### src/sv/czacc_sqrt.sv
// Pipelined integer square root, one root bit per register stage.
// Depends on nothing; root = floor(sqrt(x)).
`timescale 1ns / 1ps

module czacc_sqrt #(
  parameter int RW = 24
) (
  input  logic            clk,
  input  logic            en,
  input  logic [2*RW-1:0] x,
  output logic [RW-1:0]   root
);

  logic [RW:0]     rem [RW+1];
  logic [RW-1:0]   rt  [RW+1];
  logic [2*RW-1:0] xx  [RW+1];

  assign rem[0] = '0;
  assign rt[0]  = '0;
  assign xx[0]  = x;

  generate
    for (genvar k = 0; k < RW; k++) begin : g_step
      logic [RW+2:0] sh;
      logic [RW+2:0] trial;
      logic          ge;
      assign sh    = {rem[k], xx[k][2*RW-1-2*k -: 2]};
      assign trial = (RW+3)'({rt[k], 2'b01});
      assign ge    = (sh >= trial);
      always_ff @(posedge clk) begin
        if (en) begin
          rem[k+1] <= ge ? (RW+1)'(sh - trial) : (RW+1)'(sh);
          rt[k+1]  <= {rt[k][RW-2:0], ge};
          xx[k+1]  <= xx[k];
        end
      end
    end
  endgenerate

  assign root = rt[RW];

endmodule

### config.mk
export PLATFORM = sky130hd
export DESIGN_NAME = czacc_sqrt
export DESIGN_NICKNAME = d
export VERILOG_FILES = /design/src/sv/czacc_sqrt.sv
export SDC_FILE = /design/constraint.sdc
export NUM_CORES = 2
export LEC_CHECK = 0
export BUFFER_PORTS_ARGS = -buffer_cell sky130_fd_sc_hd__buf_2
export CORE_MARGIN = 2
export CORE_UTILIZATION = 28
export CTS_CLUSTER_SIZE = 24
export DETAILED_ROUTE_END_ITERATION = 10
export SYNTH_ARGS = -nofsm -noshare
export SYNTH_HDL_FRONTEND = slang
export SYNTH_SLANG_ARGS = --single-unit
### constraint.sdc
create_clock -name clk -period 4.1 [get_ports clk]
set_input_delay 0.205 -clock clk [delete_from_list [all_inputs] [get_ports clk]]
set_output_delay 0.205 -clock clk [all_outputs]
set_load 0.01 [all_outputs]
Word-level counts from Yosys, hierarchy flattened
Index checks and enable logic that the tools add are counted.
- flip-flop bits (word level): 1405
- bits of input ports: 50
- output and inout port bits: 24
- word-level logic and storage cells: 141
- add/sub/neg operators: 23
- magnitude comparators: 24
- multiplexer cells: 23
- operator list (operator ; number):
    2-to-1 mux 25 bit ; 22
    greater-or-equal comparator 27 x 10 -> 1 bit ; 1
    greater-or-equal comparator 27 x 11 -> 1 bit ; 1
    greater-or-equal comparator 27 x 12 -> 1 bit ; 1
    greater-or-equal comparator 27 x 13 -> 1 bit ; 1
    greater-or-equal comparator 27 x 14 -> 1 bit ; 1
    greater-or-equal comparator 27 x 15 -> 1 bit ; 1
    greater-or-equal comparator 27 x 16 -> 1 bit ; 1
    greater-or-equal comparator 27 x 17 -> 1 bit ; 1
    greater-or-equal comparator 27 x 18 -> 1 bit ; 1
    greater-or-equal comparator 27 x 19 -> 1 bit ; 1
    greater-or-equal comparator 27 x 20 -> 1 bit ; 1
    greater-or-equal comparator 27 x 21 -> 1 bit ; 1
    greater-or-equal comparator 27 x 22 -> 1 bit ; 1
    greater-or-equal comparator 27 x 23 -> 1 bit ; 1
    greater-or-equal comparator 27 x 24 -> 1 bit ; 1
    greater-or-equal comparator 27 x 25 -> 1 bit ; 1
    greater-or-equal comparator 27 x 3 -> 1 bit ; 1
    greater-or-equal comparator 27 x 4 -> 1 bit ; 1
    greater-or-equal comparator 27 x 5 -> 1 bit ; 1
    greater-or-equal comparator 27 x 6 -> 1 bit ; 1
    greater-or-equal comparator 27 x 7 -> 1 bit ; 1
    greater-or-equal comparator 27 x 8 -> 1 bit ; 1
    greater-or-equal comparator 27 x 9 -> 1 bit ; 1
    25 further kinds ; 25

Logic depth before layout (Yosys ltp)
- word-level depth: 2
- depth in mapped cells: 13
- gate-level depth less buffers: 12

Worst setup path after synthesis
Ideal clock, no wire load.
- kind: reg-to-reg
- start point: register rem (netlist bit g_step[5].sh[10])
- end point: register rem (netlist bit g_step[6].sh[20]) (data pin)
- setup time: 268 ps
- arrival: 3267 ps
- required time: 3832 ps
- path slack: 565 ps
- stages on the path, launching flop included: 12
- path buffers: 2
- period minus slack after synthesis: 3535 ps
- path through: edfxtp_1 > or3_1 > or4_1 > or4_1 > buf_2 > nand2b_1 > o31ai_2 > nor3_1 > or4b_1 > buf_2 > o41ai_1 > o21ai_1
- word-level cells in the longest chain between the ends: 2
- elaborated cells between the ends (all ways): 3
- those cells by class: 1 x add/sub; 1 x order compare; 1 x mux
- RTL lines (element ; RTL line ; source):
    start, declared ; 14 ; logic [RW:0] rem [RW+1];
    start signal, assigned by index ; 32 ; rem[k+1] <= ge ? (RW+1)'(sh - trial) : (RW+1)'(sh);
    subtractor 25 x 7 -> 25 bit / greater-or-equal comparator 27 x 7 -> 1 bit (equally long branches) ; 32, 29 ;
    2-to-1 mux 25 bit (*) ; 32 ;
Mark *: on every way between the ends. The rest lies on a longest branch, timed or not.
A chain may end at the register's enable or synchronous reset.

Worst setup path in the final report
- start point: register rem (netlist bit g_step[4].sh[6])
- end point: register rem (netlist bit g_step[5].sh[19]) (data pin)
- word-level cells in the longest chain between the ends: 2
- elaborated cells between the ends (all ways): 3
- those cells by class: 1 x add/sub; 1 x order compare; 1 x mux
- RTL lines (element ; RTL line):
    subtractor 25 x 6 -> 25 bit / greater-or-equal comparator 27 x 6 -> 1 bit (equally long branches) ; 32, 29
    2-to-1 mux 25 bit (*) ; 32
Marked as above.

==> impl_results.md <==
* Status: finished, final reports clean
* CTS root buffer: clkbuf_16
* Sequential share of the synthesized area at 65.3%
* R2R setup slack at approximately 0.36 ns
* Initial DRC Count at approximately 2100
* Syn avg cell area at roughly 13 µm²
* HP Class: input pin to register
* Hold_sp: x[44]
* Ys async rst share at 0%
* DR WL/cell at around 13 µm
* Fraction of layout cells with a size suffix above 1 at under 10%
* Io pins at 74
* Initial Utilization at about 28%
* I/O Buffers at 73
* Critical Path RT at between 4 and 5 ns
* Final Max Slew Viols at 0
* Vias per cell at approximately 4.5
* Worst vdd ir at between 0.3 and 0.4 mV
* Flops & latches, synth at 1395
* Post-place instance area at about 69000 µm²
* Worst-Margin Slew at a little over 0.8 ns
* Worst-path maximum fanout at 13
* Worst Skew at ~0.054 ns
* Crit path from: g_step[4].sh[6]
* Fin. Hold Viols at 0
* Yosys warnings at 0
* Tcrit/Tclk final at slightly above 90%
* DP HPWL at slightly below 80000 µm
* Startpoint types: register
* ANT cells at 0
* R2R depth at 9
* CTS Buffer Depth at 3
* Commonest non-fill, non-tap cells in the layout: edfxtp_1, inv_1, nor2_1
* Commonest non-fill, non-tap cell in the layout: edfxtp_1
* # rows at 175
* Multi-input logic area at a little over 20000 µm²
* RR Startpoint: g_step[4].sh[6]
* Post-synth EDFFs at approximately 1400
* Setup CP Type: register to register
* CTS sink cnt at between 1000 and 1500
* Final min period at approximately 3.7 ns
* Worst EP arrival at between 4 and 5 ns
* # nets final at approximately 5500
* RSZ-0062 raised after global routing: no
* Filler cells at roughly 22000
* Routed vias at roughly 37000
* # Post-CTS Setup Buffers at 0
* Layout area overhead at 15.8%
* CP Capture Type: register
* Overflow after GRT at 0
* H-Tree Depth at 4
* CTS tree: yes
* DRT antenna net count at 0
* Critical path, cell by cell: or4_1 > nor4_1 > or4b_1 > nor4_2 > or4b_2 > buf_4 > nand2_1 > nor3_1 > xor2_1
* Die X-Extent at ~480 µm
* Final setup vio count at 0
* Initial antenna violation count at 1
* Met3 Use GR at between 1.5 and 2%
* DIE HEIGHT at around 480 µm
* Pre-antenna DRT Iters at 5
* Maximum clock frequency at 267 MHz
* CTS buffer count at 155
* Vias in the first global route at roughly 37000
* Family with the most delay on the worst path: simple AND/OR/NAND/NOR gates
* Leakage power at between 20 and 30 nW
* Global-route wire length before repair at between 150000 and 200000 µm
* Clock transition at the registers of the reported paths at ~0.06 ns
* Post-Route WL at roughly 110000 µm
* Die Area at roughly 230000 µm²
* Critical path buffer and inverter count at 1
* Routability cong. at ~0.88
* Mapped Cells at slightly below 5000
* Min-Delay Endpoint: g_step[1].sh[0]
* Synthesized area at about 64000 µm²
* Top FF cell, synth: edfxtp_1
* GRT Util Overall at under 10%
* Biggest cell delay along the critical path at between 0.6 and 0.7 ns
* CP max-delay cell: or4b_2
* Seq. cell area at between 40000 and 50000 µm²
* Post-route DRC at 0
* Syn Nets at 5279
* Cell Pwr Density at about 520 nW/µm²
* Largest net degree at the start of global routing at between 150 and 200
* Clk_lat worst skew at between 0.8 and 0.9 ns
* Finished Core Util at 32.7%
* Relative slew slack at approximately 44%
* Post-route cell area at between 70000 and 80000 µm²
* Gr busiest metal: met2
* Max_cap viols at 0
* Met2 GRT Util at 15.9%
* Hold depth at 2
* Distinct cells, synth at 76
* Setup TNS at 0 ns
* Met1 Use GR at around 11%
* R2R Path End: g_step[5].sh[19]
* Min Hold Slack at 0.0984 ns
* Core area at about 230000 µm²
layout make-up:
cell class                 count  share of cell area, %
sequential                  1395                   56.4
clock inverter                82                   1.40
timing repair buffer         189                   2.17
clock buffer                 189                   5.39
tap                         3009                   5.07
inverter                     413                   2.09
multi-input combinational   3014                   27.5
metal layers:
| metal | vias to the layer above | share of wire (%) |
|---|---|---|
| li1 | 18600 | - |
| met1 | 17400 | 44 |
| met2 | 658 | 48 |
| met3 | 273 | 4.0 |
| met4 | 0 | 3.9 |
| met5 | - | 0 |
through the flow:
stage / total power, W / instances / setup WS [ns]
finish: 0.0388 / 8291 / 0.361
global route: 0.0409 / 8291 / 0.0736
CTS: 0.0393 / 8291 / 0.330
detailed placement: 0.0255 / 7967 / 0.368
global placement: 0.0253 / 7967 / 0.407
floorplan: 0.0236 / 4904 / 0.565
worst max path at each step:
stage | end | slack, ns | cells past startpoint
after global placement | g_step[5].sh[11] | 0.41 | 9
after detailed placement | g_step[5].sh[11] | 0.37 | 9
after floorplan | g_step[6].sh[20] | 0.57 | 11
after global routing | g_step[18].sh[24] | 0.07 | 11
after CTS | g_step[5].sh[19] | 0.33 | 9
final | g_step[5].sh[19] | 0.36 | 9
flip-flops by register name, summed over array words and instances (netlist names):
register	count
g_step.sh	589
g_step.trial	276
root	24
xx	506
cells by family after synthesis:
family                     Yosys count  synth area share (%)
other                                1               0.00584
xor gates and xnor gates           424                  5.79
adders and majority gates          325                  6.34
and+or+nand+nor                   1263                  9.62
buffers and inverters              495                  2.90
DFF                               1395                  65.3
AOI/OAI and AO/OA                  940                  9.01
muxes                               61                  1.05
cell usage after synthesis (all sizes together) (11+ instances only):
cell type  count  area (µm²)
edfxtp      1395       41900
nor4          60         382
nand2b        60         375
ha           325        4070
nor2         349        1310
a21boi        12        93.8
o2111ai       11        96.3
nor3         127         646
or3           55         344
xor2         217        1900
o211ai        18         135
nor2b         42         263
nand3         82         410
a21o          96         721
nand3b        15         113
clkbuf        75         282
or2           18         113
nand2        300        1130
xnor2        207        1810
o31ai         33         253
mux2          50         563
o21bai        30         225
mux2i         11         110
a211oi        30         225
and3          26         163
or4           37         278
a31oi         25         156
and2          19         119
inv          413        1550
o21a          48         360
a21oi        304        1520
o21ai        248        1240
nand4         45         282
power by group:
part / internal [W] / switching [W]
clock: 0.00780 / 0.00564
combinational: 0.00287 / 0.00366
sequential: 0.0179 / 0.000945
timing repair:
item,in CTS,in global routing
resized for setup,0,0
endpoints found under the hold margin,138,0
hold buffers,53,0
Power figures use the tool's default switching activity.
